`src/hdl/tsga_pkg.sv`:
```
// shared constants, types and the cell update rule for the grid automaton step
package tsga_pkg;

  localparam int DEF_MAX_WIDTH  = 32;
  localparam int DEF_MAX_HEIGHT = 1024;

  localparam int STATE_W       = 2;
  localparam int ROW_INDEX_W   = 10;
  localparam int COL_INDEX_W   = 5;
  localparam int GRID_WIDTH_W  = 6;
  localparam int GRID_HEIGHT_W = 11;
  localparam int CFG_INDEX_W   = 2;
  localparam int CFG_DATA_W    = 11;
  localparam int QUEUE_DEPTH   = 4;

  localparam logic [CFG_INDEX_W-1:0] REG_GRID_WIDTH  = 2'd0;
  localparam logic [CFG_INDEX_W-1:0] REG_GRID_HEIGHT = 2'd1;

  localparam logic [GRID_WIDTH_W-1:0]  GRID_WIDTH_RESET  = 6'd32;
  localparam logic [GRID_HEIGHT_W-1:0] GRID_HEIGHT_RESET = 11'd1024;

  localparam logic [STATE_W-1:0] CELL_OFF  = 2'd0;
  localparam logic [STATE_W-1:0] CELL_ON   = 2'd1;
  localparam logic [STATE_W-1:0] CELL_DEAD = 2'd2;
  localparam logic [STATE_W-1:0] CELL_ALT  = 2'd3;

  // classification of one accepted cell
  typedef struct packed {
    logic emit;    // a result for the row above is due
    logic up_ok;   // the row two above exists
    logic last;    // final cell of the frame, flush follows
  } item_flags_t;

  function automatic logic [STATE_W-1:0] next_cell(input logic [STATE_W-1:0] centre,
                                                   input logic any_on);
    logic [STATE_W-1:0] res;
    case (centre)
      CELL_ON:   res = CELL_DEAD;
      CELL_DEAD: res = CELL_OFF;
      default:   res = any_on ? CELL_ON : CELL_OFF;
    endcase
    return res;
  endfunction

endpackage

```
`src/hdl/three_state_grid_automaton_step.sv`:
```
// top level of the streaming next-generation unit for the three-state grid automaton
// cells of one generation arrive in raster order, one per input beat, and the block
// returns the next generation of cell (r,c) once cell (r+1,c) has arrived; the last
// cell of a frame flushes the whole final row, the final result beat carrying
// frame_end. a front end keeps the raster position and classifies each cell, a
// four-entry queue decouples it from the back end, and the back end runs a
// two-row line store with one write and two read ports, one cell at a time: RD1
// and RD2 read the centre and three neighbours from the store (the fourth is the
// incoming cell), CALC updates and writes back once any due result can enter
// the output register; the frame's last cell adds a flush. the input side keeps
// accepting up to four beats ahead of the back end, and a finished result waits
// in the output register without blocking the next cell's fetch. configuration
// writes (index 0 grid_width, index 1 grid_height) restart the frame at row 0,
// column 0 and are only to be issued while the block is idle
module three_state_grid_automaton_step #(
  parameter int MAX_WIDTH  = tsga_pkg::DEF_MAX_WIDTH,
  parameter int MAX_HEIGHT = tsga_pkg::DEF_MAX_HEIGHT
) (
  input  logic                             clk,
  input  logic                             rst_n,
  input  logic                             in_valid,
  output logic                             in_stall,
  input  logic [tsga_pkg::STATE_W-1:0]     in_cell_state,
  output logic                             out_valid,
  input  logic                             out_stall,
  output logic [tsga_pkg::STATE_W-1:0]     out_next_state,
  output logic [tsga_pkg::ROW_INDEX_W-1:0] out_row_index,
  output logic [tsga_pkg::COL_INDEX_W-1:0] out_column_index,
  output logic                             out_frame_end,
  input  logic                             cfg_valid,
  output logic                             cfg_ready,
  input  logic [tsga_pkg::CFG_INDEX_W-1:0] cfg_index,
  input  logic [tsga_pkg::CFG_DATA_W-1:0]  cfg_data
);

  localparam int CW = (MAX_WIDTH > 1) ? $clog2(MAX_WIDTH) : 1;
  localparam int RW = (MAX_HEIGHT > 1) ? $clog2(MAX_HEIGHT) : 1;
  localparam int FW = $bits(tsga_pkg::item_flags_t);
  localparam int DW = tsga_pkg::STATE_W + CW + RW + FW;

  // front to queue
  logic                         push;
  logic [tsga_pkg::STATE_W-1:0] push_cell;
  logic [CW-1:0]                push_col;
  logic [RW-1:0]                push_row;
  tsga_pkg::item_flags_t        push_flags;
  logic [CW-1:0]                w_last;

  // queue to back
  logic                         q_full, q_valid, pop;
  logic [DW-1:0]                head_data;
  logic [tsga_pkg::STATE_W-1:0] head_cell;
  logic [CW-1:0]                head_col;
  logic [RW-1:0]                head_row;
  tsga_pkg::item_flags_t        head_flags;

  tsga_front #(
    .MAX_WIDTH  (MAX_WIDTH),
    .MAX_HEIGHT (MAX_HEIGHT)
  ) u_front (
    .clk           (clk),
    .rst_n         (rst_n),
    .in_valid      (in_valid),
    .in_stall      (in_stall),
    .in_cell_state (in_cell_state),
    .cfg_valid     (cfg_valid),
    .cfg_ready     (cfg_ready),
    .cfg_index     (cfg_index),
    .cfg_data      (cfg_data),
    .q_full        (q_full),
    .push          (push),
    .push_cell     (push_cell),
    .push_col      (push_col),
    .push_row      (push_row),
    .push_flags    (push_flags),
    .w_last        (w_last)
  );

  // one queue entry per accepted cell beat
  tsga_queue #(
    .DATA_W (DW),
    .DEPTH  (tsga_pkg::QUEUE_DEPTH)
  ) u_queue (
    .clk       (clk),
    .rst_n     (rst_n),
    .push      (push),
    .push_data ({push_cell, push_col, push_row, push_flags}),
    .pop       (pop),
    .head_data (head_data),
    .full      (q_full),
    .not_empty (q_valid)
  );

  assign {head_cell, head_col, head_row, head_flags} = head_data;

  // w_last is straight from config; only the user keeps it stable while work is queued
  tsga_back #(
    .MAX_WIDTH  (MAX_WIDTH),
    .MAX_HEIGHT (MAX_HEIGHT)
  ) u_back (
    .clk              (clk),
    .rst_n            (rst_n),
    .q_valid          (q_valid),
    .pop              (pop),
    .head_cell        (head_cell),
    .head_col         (head_col),
    .head_row         (head_row),
    .head_flags       (head_flags),
    .w_last           (w_last),
    .out_valid        (out_valid),
    .out_stall        (out_stall),
    .out_next_state   (out_next_state),
    .out_row_index    (out_row_index),
    .out_column_index (out_column_index),
    .out_frame_end    (out_frame_end)
  );

endmodule

```
`src/hdl/tsga_front.sv`:
```
// front end: configuration registers, raster position and classification of each cell
module tsga_front #(
  parameter int MAX_WIDTH  = tsga_pkg::DEF_MAX_WIDTH,
  parameter int MAX_HEIGHT = tsga_pkg::DEF_MAX_HEIGHT,
  localparam int CW = (MAX_WIDTH > 1) ? $clog2(MAX_WIDTH) : 1,
  localparam int RW = (MAX_HEIGHT > 1) ? $clog2(MAX_HEIGHT) : 1
) (
  input  logic                                clk,
  input  logic                                rst_n,
  input  logic                                in_valid,
  output logic                                in_stall,
  input  logic [tsga_pkg::STATE_W-1:0]        in_cell_state,
  input  logic                                cfg_valid,
  output logic                                cfg_ready,
  input  logic [tsga_pkg::CFG_INDEX_W-1:0]    cfg_index,
  input  logic [tsga_pkg::CFG_DATA_W-1:0]     cfg_data,
  input  logic                                q_full,
  output logic                                push,
  output logic [tsga_pkg::STATE_W-1:0]        push_cell,
  output logic [CW-1:0]                       push_col,
  output logic [RW-1:0]                       push_row,
  output tsga_pkg::item_flags_t               push_flags,
  output logic [CW-1:0]                       w_last
);

  logic [tsga_pkg::GRID_WIDTH_W-1:0]  grid_width_r;
  logic [tsga_pkg::GRID_HEIGHT_W-1:0] grid_height_r;
  logic [CW-1:0]                      col_r, col_nxt;
  logic [RW-1:0]                      row_r, row_nxt;
  logic [RW-1:0]                      h_last;
  logic                               cfg_hit;

  // clamp the sizes in use to 1..max
  always_comb begin
    int unsigned wv;
    int unsigned hv;
    wv = 32'(grid_width_r);
    hv = 32'(grid_height_r);
    if (wv < 1) wv = 1;
    if (wv > MAX_WIDTH) wv = MAX_WIDTH;
    if (hv < 1) hv = 1;
    if (hv > MAX_HEIGHT) hv = MAX_HEIGHT;
    w_last = CW'(wv - 1);
    h_last = RW'(hv - 1);
  end

  assign cfg_ready = 1'b1;
  assign cfg_hit   = cfg_valid && (cfg_index inside {tsga_pkg::REG_GRID_WIDTH,
                                                     tsga_pkg::REG_GRID_HEIGHT});

  assign in_stall  = q_full;
  assign push      = in_valid && !q_full;
  assign push_cell = (in_cell_state == tsga_pkg::CELL_ALT) ? tsga_pkg::CELL_OFF : in_cell_state;
  assign push_col  = col_r;
  assign push_row  = row_r;

  always_comb begin
    push_flags.emit  = (row_r != '0);
    push_flags.up_ok = (row_r > RW'(1));
    push_flags.last  = (row_r == h_last) && (col_r == w_last);
  end

  always_comb begin
    col_nxt = col_r;
    row_nxt = row_r;
    if (cfg_hit) begin
      col_nxt = '0;
      row_nxt = '0;
    end else if (push) begin
      if (push_flags.last) begin
        col_nxt = '0;
        row_nxt = '0;
      end else if (col_r == w_last) begin
        col_nxt = '0;
        row_nxt = row_r + RW'(1);
      end else begin
        col_nxt = col_r + CW'(1);
      end
    end
  end

  always_ff @(posedge clk) begin
    if (!rst_n) begin
      grid_width_r  <= tsga_pkg::GRID_WIDTH_RESET;
      grid_height_r <= tsga_pkg::GRID_HEIGHT_RESET;
      col_r         <= '0;
      row_r         <= '0;
    end else begin
      if (cfg_valid && cfg_index == tsga_pkg::REG_GRID_WIDTH) begin
        grid_width_r <= cfg_data[tsga_pkg::GRID_WIDTH_W-1:0];
      end
      if (cfg_valid && cfg_index == tsga_pkg::REG_GRID_HEIGHT) begin
        grid_height_r <= cfg_data;
      end
      col_r <= col_nxt;
      row_r <= row_nxt;
    end
  end

endmodule

```
`src/hdl/tsga_queue.sv`:
```
// small register fifo between the front and back ends
module tsga_queue #(
  parameter int DATA_W = 8,
  parameter int DEPTH  = tsga_pkg::QUEUE_DEPTH,
  localparam int PW = (DEPTH > 1) ? $clog2(DEPTH) : 1,
  localparam int NW = $clog2(DEPTH + 1)
) (
  input  logic              clk,
  input  logic              rst_n,
  input  logic              push,
  input  logic [DATA_W-1:0] push_data,
  input  logic              pop,
  output logic [DATA_W-1:0] head_data,
  output logic              full,
  output logic              not_empty
);

  logic [DATA_W-1:0] slot_r [DEPTH];
  logic [PW-1:0]     wr_ptr_r, rd_ptr_r;
  logic [NW-1:0]     count_r;

  assign full      = (count_r == NW'(DEPTH));
  assign not_empty = (count_r != '0);
  assign head_data = slot_r[rd_ptr_r];

  always_ff @(posedge clk) begin
    if (push) begin
      slot_r[wr_ptr_r] <= push_data;
    end
  end

  always_ff @(posedge clk) begin
    if (!rst_n) begin
      wr_ptr_r <= '0;
      rd_ptr_r <= '0;
      count_r  <= '0;
    end else begin
      if (push) begin
        wr_ptr_r <= (wr_ptr_r == PW'(DEPTH - 1)) ? '0 : wr_ptr_r + PW'(1);
      end
      if (pop) begin
        rd_ptr_r <= (rd_ptr_r == PW'(DEPTH - 1)) ? '0 : rd_ptr_r + PW'(1);
      end
      case ({push, pop})
        2'b10:   count_r <= count_r + NW'(1);
        2'b01:   count_r <= count_r - NW'(1);
        default: count_r <= count_r;
      endcase
    end
  end

endmodule

```
`src/hdl/tsga_back.sv`:
```
// back end: two-row line store, neighbourhood fetch, rule and end-of-frame flush
module tsga_back #(
  parameter int MAX_WIDTH  = tsga_pkg::DEF_MAX_WIDTH,
  parameter int MAX_HEIGHT = tsga_pkg::DEF_MAX_HEIGHT,
  localparam int CW = (MAX_WIDTH > 1) ? $clog2(MAX_WIDTH) : 1,
  localparam int RW = (MAX_HEIGHT > 1) ? $clog2(MAX_HEIGHT) : 1,
  localparam int AW = $clog2(2 * MAX_WIDTH)
) (
  input  logic                                clk,
  input  logic                                rst_n,
  input  logic                                q_valid,
  output logic                                pop,
  input  logic [tsga_pkg::STATE_W-1:0]        head_cell,
  input  logic [CW-1:0]                       head_col,
  input  logic [RW-1:0]                       head_row,
  input  tsga_pkg::item_flags_t               head_flags,
  input  logic [CW-1:0]                       w_last,
  output logic                                out_valid,
  input  logic                                out_stall,
  output logic [tsga_pkg::STATE_W-1:0]        out_next_state,
  output logic [tsga_pkg::ROW_INDEX_W-1:0]    out_row_index,
  output logic [tsga_pkg::COL_INDEX_W-1:0]    out_column_index,
  output logic                                out_frame_end
);

  typedef enum logic [1:0] {
    ST_IDLE,
    ST_RD1,
    ST_RD2,
    ST_CALC
  } bstate_t;

  localparam logic [AW-1:0] ROW1_BASE = AW'(MAX_WIDTH);

  logic [tsga_pkg::STATE_W-1:0] store [2 * MAX_WIDTH];

  bstate_t                      state_r, state_nxt;
  logic [tsga_pkg::STATE_W-1:0] cell_r;
  logic [RW-1:0]                row_r;
  tsga_pkg::item_flags_t        flags_r;
  logic                         flush_r, flush_nxt;
  logic [CW-1:0]                k_r, k_nxt;
  logic [tsga_pkg::STATE_W-1:0] rd0_r, rd1_r, left_r, centre_r;

  logic                         out_valid_r;
  logic [tsga_pkg::STATE_W-1:0] out_state_r;
  logic [tsga_pkg::ROW_INDEX_W-1:0] out_row_r;
  logic [tsga_pkg::COL_INDEX_W-1:0] out_col_r;
  logic                         out_end_r;

  logic          centre_slot, up_slot;
  logic [CW-1:0] k_left, k_right;
  logic [AW-1:0] raddr0, raddr1, waddr;
  logic          any_on, need_out, out_free, fire, done, load;
  logic [tsga_pkg::STATE_W-1:0] res;

  function automatic logic [AW-1:0] addr_of(input logic slot, input logic [CW-1:0] col);
    return slot ? ROW1_BASE + AW'(col) : AW'(col);
  endfunction

  // normal item: centre row is the one above; flush: centre is the last row itself
  assign centre_slot = flush_r ? row_r[0] : ~row_r[0];
  assign up_slot     = ~centre_slot;
  assign k_left      = (k_r == '0) ? k_r : k_r - CW'(1);
  assign k_right     = (k_r == w_last) ? k_r : k_r + CW'(1);

  assign raddr0 = (state_r == ST_RD1) ? addr_of(centre_slot, k_left)
                                      : addr_of(centre_slot, k_right);
  assign raddr1 = (state_r == ST_RD1) ? addr_of(centre_slot, k_r)
                                      : addr_of(up_slot, k_r);
  assign waddr  = addr_of(row_r[0], k_r);

  always_comb begin
    logic up_ok;
    up_ok  = flush_r ? flags_r.emit : flags_r.up_ok;
    any_on = ((k_r != '0) && left_r == tsga_pkg::CELL_ON) ||
             ((k_r != w_last) && rd0_r == tsga_pkg::CELL_ON) ||
             (up_ok && rd1_r == tsga_pkg::CELL_ON) ||
             (!flush_r && cell_r == tsga_pkg::CELL_ON);
  end

  assign res      = tsga_pkg::next_cell(centre_r, any_on);
  assign need_out = flush_r || flags_r.emit;
  assign out_free = !out_valid_r || !out_stall;
  assign fire     = (state_r == ST_CALC) && (!need_out || out_free);
  assign done     = flush_r ? (k_r == w_last) : !flags_r.last;
  assign load     = q_valid && ((state_r == ST_IDLE) || (fire && done));
  assign pop      = load;

  always_comb begin
    state_nxt = state_r;
    flush_nxt = flush_r;
    k_nxt     = k_r;
    case (state_r)
      ST_IDLE: begin
        if (q_valid) state_nxt = ST_RD1;
      end
      ST_RD1: state_nxt = ST_RD2;
      ST_RD2: state_nxt = ST_CALC;
      ST_CALC: begin
        if (fire) begin
          if (!done) begin
            flush_nxt = 1'b1;
            k_nxt     = flush_r ? k_r + CW'(1) : '0;
            state_nxt = ST_RD1;
          end else begin
            flush_nxt = 1'b0;
            state_nxt = q_valid ? ST_RD1 : ST_IDLE;
          end
        end
      end
      default: state_nxt = ST_IDLE;
    endcase
    if (load) k_nxt = head_col;
  end

  // line store: one write port, two registered read ports
  always_ff @(posedge clk) begin
    if (fire && !flush_r) begin
      store[waddr] <= cell_r;
    end
    if (state_r == ST_RD1 || state_r == ST_RD2) begin
      rd0_r <= store[raddr0];
      rd1_r <= store[raddr1];
    end
  end

  always_ff @(posedge clk) begin
    if (!rst_n) begin
      state_r     <= ST_IDLE;
      flush_r     <= 1'b0;
      out_valid_r <= 1'b0;
    end else begin
      state_r <= state_nxt;
      flush_r <= flush_nxt;
      if (fire && need_out) begin
        out_valid_r <= 1'b1;
      end else if (!out_stall) begin
        out_valid_r <= 1'b0;
      end
    end
    k_r <= k_nxt;
    if (load) begin
      cell_r  <= head_cell;
      row_r   <= head_row;
      flags_r <= head_flags;
    end
    if (state_r == ST_RD2) begin
      left_r   <= rd0_r;
      centre_r <= rd1_r;
    end
    if (fire && need_out) begin
      out_state_r <= res;
      out_row_r   <= flush_r ? tsga_pkg::ROW_INDEX_W'(row_r)
                             : tsga_pkg::ROW_INDEX_W'(row_r - RW'(1));
      out_col_r   <= tsga_pkg::COL_INDEX_W'(k_r);
      out_end_r   <= flush_r && (k_r == w_last);
    end
  end

  assign out_valid        = out_valid_r;
  assign out_next_state   = out_state_r;
  assign out_row_index    = out_row_r;
  assign out_column_index = out_col_r;
  assign out_frame_end    = out_end_r;

endmodule

```
`config.mk`:
```
export PLATFORM = sky130hd
export DESIGN_NAME = three_state_grid_automaton_step
export DESIGN_NICKNAME = d
export VERILOG_FILES = /design/src/hdl/tsga_pkg.sv /design/src/hdl/three_state_grid_automaton_step.sv /design/src/hdl/tsga_front.sv /design/src/hdl/tsga_queue.sv /design/src/hdl/tsga_back.sv
export SDC_FILE = /design/constraint.sdc
export NUM_CORES = 1
export LEC_CHECK = 0
export ABC_AREA = 1
export BUFFER_PORTS_ARGS = -buffer_cell sky130_fd_sc_hd__buf_4
export CORE_UTILIZATION = 57
export CTS_CLUSTER_SIZE = 30
export DETAILED_ROUTE_END_ITERATION = 6
export PLACE_DENSITY = 0.78
export SYNTH_ARGS = -nofsm -noshare
export SYNTH_HDL_FRONTEND = slang
export SYNTH_HIERARCHICAL = 1
export SYNTH_SLANG_ARGS = --single-unit
```
`constraint.sdc`:
```
create_clock -name clk -period 3.3 [get_ports clk]
set_input_delay 0.66 -clock clk [delete_from_list [all_inputs] [get_ports clk]]
set_output_delay 0.66 -clock clk [all_outputs]
set_load 0.03 [all_outputs]
```
==> results of run 1 <==
==> Yosys cell counts (3+ instances only) <==
library cell    n  area share (%)
xor2_1         19             1.1
o21ai_1        46             1.6
nor3_1          9            0.30
dfxtp_1        45             6.1
o21ai_0        29            0.98
nand3_1       214             7.2
buf_2          28            0.95
nand4_1        15            0.63
edfxtp_1      254              52
buf_6           5            0.38
inv_2          10            0.25
nand2_1       277             7.0
o211ai_1        8            0.41
nand2_2         8            0.34
nor4_1          4            0.17
nor2_1        180             4.6
a21oi_1        32             1.1
nand3b_1       22             1.1
o2111ai_1       5            0.30
o22ai_1        46             1.9
nand3_2         3            0.20
a22oi_1        11            0.56
inv_1         200             5.1
ha_1           22             1.9
o31ai_1         4            0.20
clkinv_1        6            0.15
o221ai_1        6            0.36
buf_4           4            0.20
clkbuf_1       19            0.48
a221oi_1       10            0.59
xnor2_1         8            0.47
o21ai_2         3            0.18
==> worst max-delay path, stage by stage, from the launching register on <==
cell and delay [ns]:
dfxtp_2 0.34, nor2_2 0.12, nand2_1 0.06, nand2_1 0.07, nand2_1 0.07, buf_4 0.16, nand2_2 0.08, nand2_1 0.08
nand2_2 0.09, inv_1 0.05, nand2_1 0.06, nand2_1 0.09, nor2_4 0.15, nand3_4 0.17, nand2_4 0.15, nand3_4 0.12
nand2_8 0.14, clkbuf_16 0.20, nand2_1 0.06, nand3_1 0.07, nand3_1 0.10, nand3_1 0.15, nand3_1 0.09, nand3_1 0.09
nand2_1 0.05
==> kinds of logic (layout without fill, tap and decap cells) <==
| family | after synthesis | count (layout) | synth area share, % |
|---|---|---|---|
| and+or+nand+nor | 743 | 744 | 22.4 |
| AOI/OAI and AO/OA | 209 | 209 | 8.69 |
| adders and majority gates | 23 | 23 | 2.00 |
| other | 1 | 1 | 0.0253 |
| xor gates and xnor gates | 28 | 28 | 1.71 |
| buffers and inverters | 274 | 369 | 7.57 |
| DFF | 299 | 299 | 57.6 |
==> stage by stage <==
| step | area [sq um] | setup WS, ns | utilization (%) | total power [mW] | cells |
|---|---|---|---|---|---|
| final | 16800 | 0.211 | 66.4 | 15.9 | 2003 |
| after global placement | 15600 | 0.105 | 61.6 | 11.7 | 1939 |
| after detailed placement | 15600 | -0.00219 | 61.6 | 11.8 | 1939 |
| after global routing | 16800 | -0.0371 | 66.4 | 16.5 | 2003 |
| after floorplan | 14800 | 0.0610 | - | 9.75 | 1577 |
| after CTS | 16600 | 0.0357 | 65.6 | 15.2 | 1994 |
==> layout make-up <==
type / count / area (sq um) / area share (%)
Multi-Input combinational cell: 1005 / 5240 / 31.1
Sequential cell: 299 / 8530 / 50.7
Timing Repair Buffer: 96 / 811 / 4.82
Clock inverter: 17 / 148 / 0.878
Clock buffer: 38 / 853 / 5.07
Inverter: 218 / 826 / 4.91
Tap cell: 330 / 413 / 2.45
==> state kept, by name, indices dropped and copies added, names as in the netlist, 3 cells and up, named ones only <==
| register | flops |
|---|---|
| u_back/out_row_index | 10 |
| u_queue/slot_r | 80 |
| u_front/grid_width_r | 6 |
| u_front/push_col | 5 |
| u_back/row_r | 10 |
| u_back/store | 128 |
| u_back/out_column_index | 5 |
| u_queue/count_r | 3 |
| u_front/grid_height_r | 11 |
| u_front/push_row | 10 |
| u_back/flags_r | 3 |
| u_back/k_r | 5 |
==> routing by layer <==
| metal | up-vias | track usage [%] | share of wire [%] | wire [um] |
|---|---|---|---|---|
| li1 | 5559 | - | - | - |
| met1 | 5581 | 41.1 | 39 | 15400 |
| met2 | 842 | 44.0 | 44 | 17100 |
| met3 | 130 | 6.70 | 13 | 5270 |
| met4 | 0 | 9.26 | 3.7 | 1460 |
| met5 | - | 0 | 0 | 0 |
==> cell usage in the layout (no fill, tap or decap), types with 3 or more instances in the layout <==
cell type and n:
nand3_2 5, o21ai_1 46, clkbuf_16 34, clkinv_1 10, ha_1 21, a221oi_1 10, edfxtp_1 254, o2111ai_1 5
dfxtp_2 3, a21oi_1 32, o31ai_1 4, buf_4 85, xor2_1 19, nor2_1 177, xnor2_1 7, nor4_1 4
nand2_1 275, a22oi_1 11, o221ai_1 6, o211ai_1 8, dfxtp_1 42, nand3_1 212, buf_6 6, clkbuf_1 3
inv_2 9, nand3b_1 22, o21ai_2 4, inv_4 3, nand2_4 4, inv_1 200, nand2_2 7, nor2_4 3
nor3_1 9, clkinv_2 8, clkbuf_8 3, nand4_1 15, o21ai_0 28, o22ai_1 46, nor2_2 4
==> power by group through the flow <==
stage | logic [mW] | clock network [mW] | registers [mW]
3_3_place_gp | 6.41 | 0 | 5.29
3_5_place_dp | 6.49 | 0 | 5.31
6_report | 7.25 | 3.38 | 5.25
4_1_cts | 6.55 | 3.42 | 5.23
2_1_floorplan | 4.39 | 0 | 5.36
5_1_grt | 7.69 | 3.56 | 5.28
==> path summary, 6_finish.rpt <==
check	startpoint	to	slack (ns)
hold / removal	cfg_data[10]	u_front/grid_height_r[10]$_SDFFE_PN1P_	0.32
setup / recovery	u_front/grid_width_r[3]$_SDFFE_PN0P_	u_back/rd0_r[0]$_DFFE_PP_	0.21
setup reg to reg	u_front/grid_width_r[3]$_SDFFE_PN0P_	u_back/rd0_r[0]$_DFFE_PP_	0.21
hold reg to reg	u_back/rd1_r[1]$_DFFE_PP_	u_back/centre_r[1]$_DFFE_PN_	0.45
==> timing repair <==
action                                  4_1_cts  5_1_grt
hold buffers                                  0        0
gates cloned                                  0        5
setup buffers                                 0        4
endpoints found under the hold margin         0        0
pin swaps                                     0        5
endpoints found under the setup margin        1       10
resized for setup                             1       28
==> results.tsv, run 1 <==
metric	value	unit
finClkSkew	0.0183	ns
drive_gt1_share	11.8	%
synth_area	0.0148	sq mm
numCtsBuffers	30	
power_density	944	mW/mm^2
fmax	0.324	GHz
core_region_area	0.0253	sq mm
ioPinCount	41	
syn_inst	1577	
ant_nets	0	
synth_area_per_cell	9.39	sq um
required	3.62	ns
syn_to_final_growth	13.7	%
remaining_drc_errors	0	
holdWs	0.321	ns
startpoint_type	register	
intPower	9.22	mW
synth_flop_cell	edfxtp_1	
root_buffer	clkbuf_16	
chipHeight	163	um
nNetsFinal	1693	
first_global_vias	11100	
worst_slew_pin_slew	0.724	ns
clk_pin_slew_worst_paths	0.06	ns
yosysWarnings	6	
critPathKind	register to register	
hold_path_class	input pin to register	
leakagePower	6.79	nW
ys_types	50	
dp_hpwl	25100	um
place.gp.congestion	0.977	
cts_tree	yes	
p_sw	6.66	mW
htreeDepth	1	
grt_pass1_wl	59100	um
synth_fp_nets	1620	
setup_viol	0	
end_kind	register	
ys_seq_elements	299	
antenna_cells	0	
p_comb_share	45.7	%
slew_headroom	51.7	%
synth-seq-area-share	57.6	%
cp_max_fo	17	
status	complete, no violations	
finalHoldViolCount	0	
finalMaxSlewViolations	0	
maxCapViolCount	0	
clock_power_share	21.3	%
clock_latency	0.56	ns
num_vias	12100	
drt_iter0_drc	1585	
num-fill-cells	1938	
wire_per_inst	19.6	um
setup-tns-final	0	ns
swShare	42.0	%
die_w	163	um
grt_max_degree	68	
port-buffer-count	39	
dr.pass1.iters	6	
max-clock-path-buffers	3	
irDropWorstVdd	688	uV
hold_depth	3	
synth_edf_count	254	
fin_crit_sh	93.6	%
period_minus_slack	3.09	ns
cp_data_arrival_time	3.40	ns
reg2reg_depth	24	
routed_wl	39200	um
grt_overflow	0	
dieArea	0.0266	sq mm
antenna_found_initial	0	
num_rows	58	
grt_usage	29.0	%
synthArstFlopShare	0	%
avgViaCountPerCell	6.05	
start_util	58.4	%
pwr-share-seq	33.0	%
cts_sinks	299	
(Power assumes the default switching activity.)
==> run 2, diff against run 1 <==
--- a/config.mk
+++ b/config.mk
@@ -7,10 +7,10 @@
 export LEC_CHECK = 0
 export ABC_AREA = 1
 export BUFFER_PORTS_ARGS = -buffer_cell sky130_fd_sc_hd__buf_4
-export CORE_UTILIZATION = 57
+export CORE_UTILIZATION = 63
 export CTS_CLUSTER_SIZE = 30
 export DETAILED_ROUTE_END_ITERATION = 6
-export PLACE_DENSITY = 0.78
+export PLACE_DENSITY = 0.81
 export SYNTH_ARGS = -nofsm -noshare
 export SYNTH_HDL_FRONTEND = slang
 export SYNTH_HIERARCHICAL = 1
==> constraint.sdc (replaced) <==
create_clock -name clk -period 2.9 [get_ports clk]
set_input_delay 0.58 -clock clk [delete_from_list [all_inputs] [get_ports clk]]
set_output_delay 0.58 -clock clk [all_outputs]
set_load 0.03 [all_outputs]
==> run 2 against run 1 <==
Net effect:
- register-to-register slack worse by 0.37 ns
- die area is 9.4% lower
- sequential cell count stayed put
- the run now ends with negative setup slack left
- highest routed layer unchanged
- worst hold slack worse by 0.063 ns
- sequential power is 14% higher
- wire length is 7.2% higher
- clock skew is 0.0064 ns lower
- clock-buffer cell count is 2 higher
==> results.tsv, run 2 (synthesis gave the netlist of run 1 again) <==
metric	value	unit	change
status	finished, violations left		was complete, no violations
violations	negative setup slack		
num-fill-cells	1451		was 1,938
required	3.23	ns	was 3.62 ns
slew_headroom	51.7	%	about the same
maxCapViolCount	0		unchanged
avgViaCountPerCell	6.14		was 6.05
clock_latency	0.57	ns	was 0.56 ns
numCtsBuffers	29		was 30
cp_data_arrival_time	3.38	ns	was 3.40 ns
place.gp.congestion	0.968		was 0.977
final_cell_mix	nand2_1, edfxtp_1, inv_1, nand3_1, nor2_1		was nand2_1, edfxtp_1, nand3_1, inv_1, nor2_1
grt_max_degree	65		was 68
drive_gt1_share	17.3	%	was 11.8%
syn_to_final_growth	20.0	%	was 13.7%
cp_max_fo	21		was 17
ant_nets	0		unchanged
htreeDepth	1		unchanged
ff2ff_setup_slack	-0.16	ns	was 0.21 ns
core_region_area	0.0228	sq mm	was 0.0253 sq mm
ioPinCount	41		unchanged
fin_crit_sh	105	%	was 93.6%
hold_end	u_front/grid_width_r[5]$_SDFFE_PN1P_		was u_front/grid_height_r[10]$_SDFFE_PN1P_
rsz0062_at_grt	yes		
worst_slew_pin_slew	0.724	ns	about the same
num_vias	12600		was 12,100
dpl_cell_area	0.0160	sq mm	was 0.0156 sq mm
first_global_vias	11500		was 11,100
remaining_drc_errors	0		unchanged
startpoint_type	register		unchanged
critical-path-top-delay-family	simple AND/OR/NAND/NOR gates		unchanged
path_cells	nor2_2 > nand2_1 > nand2_2 > nand2_4 > ha_4 > xnor2_4 > inv_1 > nand2_1 > nand2_2 > nor2_4 > nand3_4 > nand2_4 > nand2_4 > nand2_8 > buf_12 > buf_12 > nand3_1 > nand3_1 > nand3_1 > nand3_2 > nand3_1 > nand3_2 > nand2_1		was nor2_2 > nand2_1 > nand2_1 > nand2_1 > buf_4 > nand2_2 > nand2_1 > nand2_2 > inv_1 > nand2_1 > nand2_1 > nor2_4 > nand3_4 > nand2_4 > nand3_4 > nand2_8 > clkbuf_16 > nand2_1 > nand3_1 > nand3_1 > nand3_1 > nand3_1 > nand3_1 > nand2_1
antenna_cells	0		unchanged
dr.pass1.iters	7		was 6
finalHoldViolCount	0		unchanged
cts_sinks	299		unchanged
die_w	155	um	was 163 um
wire_per_inst	20.5	um	was 19.6 um
chipHeight	155	um	was 163 um
hold_depth	3		unchanged
routed_wl	42100	um	was 39,200 um
grt_pass1_wl	62800	um	was 59,100 um
drt_iter0_drc	1929		was 1,585
cts_tree	yes		unchanged
final_cells	2056		was 2,003
setup_viol	10		was 0
r2r_end	u_back/rd0_r[0]$_DFFE_PP_		unchanged
top_register	u_back/store		unchanged
worst-path-buf-inv	3		unchanged
dieArea	0.0241	sq mm	was 0.0266 sq mm
port-buffer-count	39		unchanged
finClkSkew	0.0119	ns	was 0.0183 ns
grt_usage	34.1	%	was 29.0%
path_depth	23		was 24
holdWs	0.257	ns	was 0.321 ns
final_area	0.0178	sq mm	was 0.0168 sq mm
final_common_cell	nand2_1		unchanged
irDropWorstVdd	610	uV	was 688 uV
slowest_stage	dfxtp_1		was dfxtp_2
critPathKind	register to register		unchanged
finalMaxSlewViolations	0		unchanged
min-delay-start	cfg_data[5]		was cfg_data[10]
num_rows	55		was 58
period_minus_slack	3.06	ns	was 3.09 ns
fin_ws	-0.156	ns	was 0.211 ns
start_util	64.8	%	was 58.4%
reg2reg_depth	23		was 24
power_density	1100	mW/mm^2	was 944 mW/mm^2
max-clock-path-buffers	3		unchanged
nNetsFinal	1764		was 1,693
dpl.cell_count	1962		was 1,939
end_kind	register		unchanged
dp_hpwl	26300	um	was 25,100 um
crit_start	u_front/grid_width_r[2]$_SDFFE_PN0P_		was u_front/grid_width_r[3]$_SDFFE_PN0P_
antenna_found_initial	0		unchanged
clk_pin_slew_worst_paths	0.06	ns	about the same
grt_overflow	0		unchanged
largestRegisters	u_back/store (128), u_queue/slot_r (80), u_front/grid_height_r (11)		unchanged
cpMostUsedCell	nand3_1		was nand2_1
largest_reg_flops	128		unchanged
leakagePower	7.24	nW	was 6.79 nW
hold_path_class	input pin to register		unchanged
critPathMaxStageDelay	0.32	ns	was 0.34 ns
root_buffer	clkbuf_16		unchanged
fmax	0.327	GHz	was 0.324 GHz
r2r-start	u_front/grid_width_r[2]$_SDFFE_PN0P_		was u_front/grid_width_r[3]$_SDFFE_PN0P_
[run 2: cell types whose count changed in the layout (fill, tap and decap cells not counted), sizes merged]
| cell | delta |
|---|---|
| clkinvlp | +3 |
| clkinv | -8 |
| buf | +70 |
| clkbuf | +4 |
| inv | +1 |
[run 2: how the worst max path moves through the flow]
stage / to
2_1_floorplan: u_queue/count_r[1]$_SDFFE_PN0P_
3_3_place_gp: u_back/rd0_r[1]$_DFFE_PP_
3_5_place_dp: u_queue/count_r[2]$_SDFFE_PN0P_
4_1_cts: u_back/rd0_r[1]$_DFFE_PP_
5_1_grt: u_back/rd0_r[0]$_DFFE_PP_
6_report: u_back/rd0_r[0]$_DFFE_PP_
[run 2: where the power goes]
part           switching [mW]  total (mW)  internal, mW
registers               0.337        5.98          5.65
clock network            1.60        3.67          2.06
logic                    6.16        9.82          3.66
[run 2: metrics by stage]
step	setup WS [ns]	total power, mW	utilization (%)	TNS [ns]
floorplan	0.0125	11.1	-	0
global placement	-0.0831	14.1	70.2	-0.141
detailed placement	-0.187	14.2	70.2	-0.466
CTS	0.000699	18.6	76.3	0
global route	-0.328	20.2	77.8	-2.62
finish	-0.156	19.5	77.8	-0.640
[run 2: cell type report]
class	count	area, sq um	share of cell area (%)
inverter	218	840	4.73
sequential	299	8530	48.0
clock buffer	40	777	4.37
clock inverter	13	139	0.782
tap	313	392	2.20
timing repair buffer	168	1620	9.10
multi-input combinational	1005	5470	30.8
[run 2: timing repair]
item | in CTS | in global routing
pin swaps | 15 | 24
setup endpoints to repair | 4 | 47
gates resized for setup | 39 | 48
hold buffers | 0 | 0
gates cloned | 4 | 6
setup buffers | 26 | 6
[run 2: layer usage]
| metal | share of wire, % | vias to the layer above | track usage [%] |
|---|---|---|---|
| met5 | 0 | - | 1.24 |
| met4 | 3.9 | 0 | 11.5 |
| met3 | 13 | 171 | 7.72 |
| met2 | 43 | 897 | 51.4 |
| met1 | 40 | 5866 | 49.1 |
| li1 | - | 5699 | - |
[run 2: worst register-to-register path: cells and delay by family, from the launching register on]
family / cells / cell delay [ns]
buf+inv: 3 / 0.32
simple gates: 18 / 1.81
fa+ha+maj: 1 / 0.19
xor+xnor: 1 / 0.19
flops: 1 / 0.32
==> run 3, diff against run 2 <==
--- a/config.mk
+++ b/config.mk
@@ -11,6 +11,7 @@
 export CTS_CLUSTER_SIZE = 30
 export DETAILED_ROUTE_END_ITERATION = 6
 export PLACE_DENSITY = 0.81
+export RECOVER_POWER = 100
 export SYNTH_ARGS = -nofsm -noshare
 export SYNTH_HDL_FRONTEND = slang
 export SYNTH_HIERARCHICAL = 1
==> run 3 against run 2 <==
Net effect:
- the run still ends with negative setup slack left
- clock-buffer cell count stayed put
- die area stayed put
- clock power hardly changed
- register-to-register slack hardly changed
- utilization hardly changed
- clock skew is 0.0047 ns lower
- wire length hardly changed
- cell area hardly changed
- critical path depth stayed put
==> results.tsv, run 3 (synthesis gave the netlist of run 1 again) <==
metric	value	unit	change
reg2reg_depth	23		unchanged
htreeDepth	1		unchanged
fmax	0.328	GHz	was 0.327 GHz
min-delay-start	cfg_data[5]		unchanged
nNetsFinal	1764		unchanged
num-fill-cells	1452		was 1,451
final_cell_mix	nand2_1, edfxtp_1, inv_1, nand3_1, nor2_1		unchanged
r2r-start	u_front/grid_width_r[2]$_SDFFE_PN0P_		unchanged
final_common_cell	nand2_1		unchanged
start_util	64.8	%	unchanged
end_kind	register		unchanged
fin_crit_sh	105	%	about the same
ant_nets	0		unchanged
drive_gt1_share	17.2	%	was 17.3%
cp_data_arrival_time	3.38	ns	about the same
port-buffer-count	39		unchanged
multi_input_area	0.00547	sq mm	unchanged
wire_per_inst	20.5	um	about the same
violations	negative setup slack		unchanged
grt_overflow	0		unchanged
setup_viol	12		was 10
critPathKind	register to register		unchanged
setup-tns-final	-0.606	ns	was -0.640 ns
finClkSkew	0.00718	ns	was 0.0119 ns
root_buffer	clkbuf_16		unchanged
period_minus_slack	3.05	ns	was 3.06 ns
worst_slew_pin_slew	0.718	ns	was 0.724 ns
r2r_end	u_back/rd0_r[0]$_DFFE_PP_		unchanged
ff2ff_setup_slack	-0.15	ns	was -0.16 ns
num_vias	12700		was 12,600
chipHeight	155	um	unchanged
hold_path_class	input pin to register		unchanged
largest_reg_flops	128		unchanged
cts_sinks	299		unchanged
remaining_drc_errors	0		unchanged
num_rows	55		unchanged
fin_ws	-0.145	ns	was -0.156 ns
grt_usage	34.1	%	unchanged
syn_to_final_growth	20.0	%	about the same
regArea	0.00853	sq mm	unchanged
drt_iter0_drc	1920		was 1,929
critPathMaxStageDelay	0.32	ns	about the same
cts_tree	yes		unchanged
antenna_cells	0		unchanged
antenna_found_initial	0		unchanged
finalHoldViolCount	0		unchanged
top_register	u_back/store		unchanged
dpl_cell_area	0.0160	sq mm	unchanged
routed_wl	42100	um	about the same
first_global_vias	11500		unchanged
place.gp.congestion	0.968		unchanged
startpoint_type	register		unchanged
power_density	1100	mW/mm^2	about the same
rsz0062_at_grt	yes		unchanged
avgViaCountPerCell	6.18		was 6.14
dp_hpwl	26300	um	unchanged
die_w	155	um	unchanged
slew_headroom	52.1	%	was 51.7%
dr.pass1.iters	7		unchanged
ioPinCount	41		unchanged
dieArea	0.0241	sq mm	unchanged
grt_pass1_wl	62800	um	unchanged
status	finished, violations left		unchanged
numCtsBuffers	29		unchanged
core_region_area	0.0228	sq mm	unchanged
max-clock-path-buffers	3		unchanged
irDropWorstVdd	606	uV	was 610 uV
hold_depth	3		unchanged
final_area	0.0178	sq mm	about the same
leakagePower	7.24	nW	about the same
clock_latency	0.57	ns	about the same
maxCapViolCount	0		unchanged
path_cells	nor2_2 > nand2_1 > nand2_2 > nand2_4 > ha_4 > xnor2_4 > inv_1 > nand2_1 > nand2_2 > nor2_4 > nand3_4 > nand2_4 > nand2_4 > nand2_8 > buf_12 > buf_12 > nand3_1 > nand3_1 > nand3_1 > nand3_2 > nand3_1 > nand3_2 > nand2_1		unchanged
clk_pin_slew_worst_paths	0.06	ns	about the same
required	3.23	ns	about the same
cpMostUsedCell	nand3_1		unchanged
cp_max_fo	21		unchanged
largestRegisters	u_back/store (128), u_queue/slot_r (80), u_front/grid_height_r (11)		unchanged
hold_end	u_front/grid_width_r[5]$_SDFFE_PN1P_		unchanged
finalMaxSlewViolations	0		unchanged
grt_max_degree	65		unchanged
slowest_stage	dfxtp_1		unchanged
[run 3: cell count changes in the layout (fill, tap and decap cells not counted)]
cell / change
clkbuf_4: +1
clkbuf_1: +2
buf_4: -3
[run 3: cell type report]
| class | count | area share, % |
|---|---|---|
| Clock inverter | 13 | 0.782 |
| Inverter | 218 | 4.73 |
| Sequential cell | 299 | 48.0 |
| Multi-Input combinational cell | 1005 | 30.8 |
| Clock buffer | 40 | 4.38 |
| Timing Repair Buffer | 168 | 9.06 |
| Tap cell | 313 | 2.21 |
[run 3: worst max-delay path by stage]
stage / from / end / slack [ns] / cells past startpoint
after floorplan: u_front/grid_width_r[3]$_SDFFE_PN0P_ / u_queue/count_r[1]$_SDFFE_PN0P_ / 0.01 / 20
after global placement: u_front/grid_width_r[3]$_SDFFE_PN0P_ / u_back/rd0_r[1]$_DFFE_PP_ / -0.08 / 22
after detailed placement: u_front/grid_width_r[3]$_SDFFE_PN0P_ / u_queue/count_r[2]$_SDFFE_PN0P_ / -0.19 / 26
after CTS: u_front/grid_width_r[4]$_SDFFE_PN0P_ / u_back/rd0_r[1]$_DFFE_PP_ / 0.0007 / 26
after global routing: u_front/grid_width_r[3]$_SDFFE_PN0P_ / u_back/rd0_r[0]$_DFFE_PP_ / -0.33 / 22
final: u_front/grid_width_r[2]$_SDFFE_PN0P_ / u_back/rd0_r[0]$_DFFE_PP_ / -0.15 / 23
[run 3: timing repair]
item                                    CTS  global route
gates cloned                              4             6
setup buffers                            26             6
endpoints found under the setup margin    4            47
gates resized for setup                  39            48
hold buffers                              0             0
pin swaps                                15            24
[run 3: critical path: cells and delay by family (launching register included)]
family	cells	cell delay, ns
buf+inv	3	0.33
fa+ha+maj	1	0.19
xor+xnor	1	0.19
flops	1	0.32
simple gates	18	1.79
[run 3: stage by stage]
| step | instances | hold slack [ns] | utilization [%] | power (mW) | worst slack, ns |
|---|---|---|---|---|---|
| 2_1_floorplan | 1577 | 0.417 | - | 11.1 | 0.0125 |
| 3_3_place_gp | 1962 | 0.441 | 70.2 | 14.1 | -0.0831 |
| 3_5_place_dp | 1962 | 0.458 | 70.2 | 14.2 | -0.187 |
| 4_1_cts | 2045 | 0.256 | 76.3 | 18.6 | 0.000699 |
| 5_1_grt | 2056 | 0.266 | 77.7 | 20.2 | -0.328 |
| 6_report | 2056 | 0.257 | 77.7 | 19.5 | -0.145 |
[run 3: layer usage]
| layer | part of all wire (%) | wire [um] | vias to the layer above | global-route usage, % |
|---|---|---|---|---|
| met3 | 13 | 5600 | 170 | 7.72 |
| met5 | 0 | 0 | - | 1.24 |
| met1 | 40 | 16800 | 5903 | 49.1 |
| met2 | 43 | 18200 | 941 | 51.4 |
| li1 | - | - | 5699 | - |
| met4 | 3.8 | 1590 | 0 | 11.5 |
[run 3: power by group]
group	switching [mW]	internal, mW
logic	6.15	3.65
registers	0.337	5.65
clock network	1.60	2.06
total	8.09	11.4
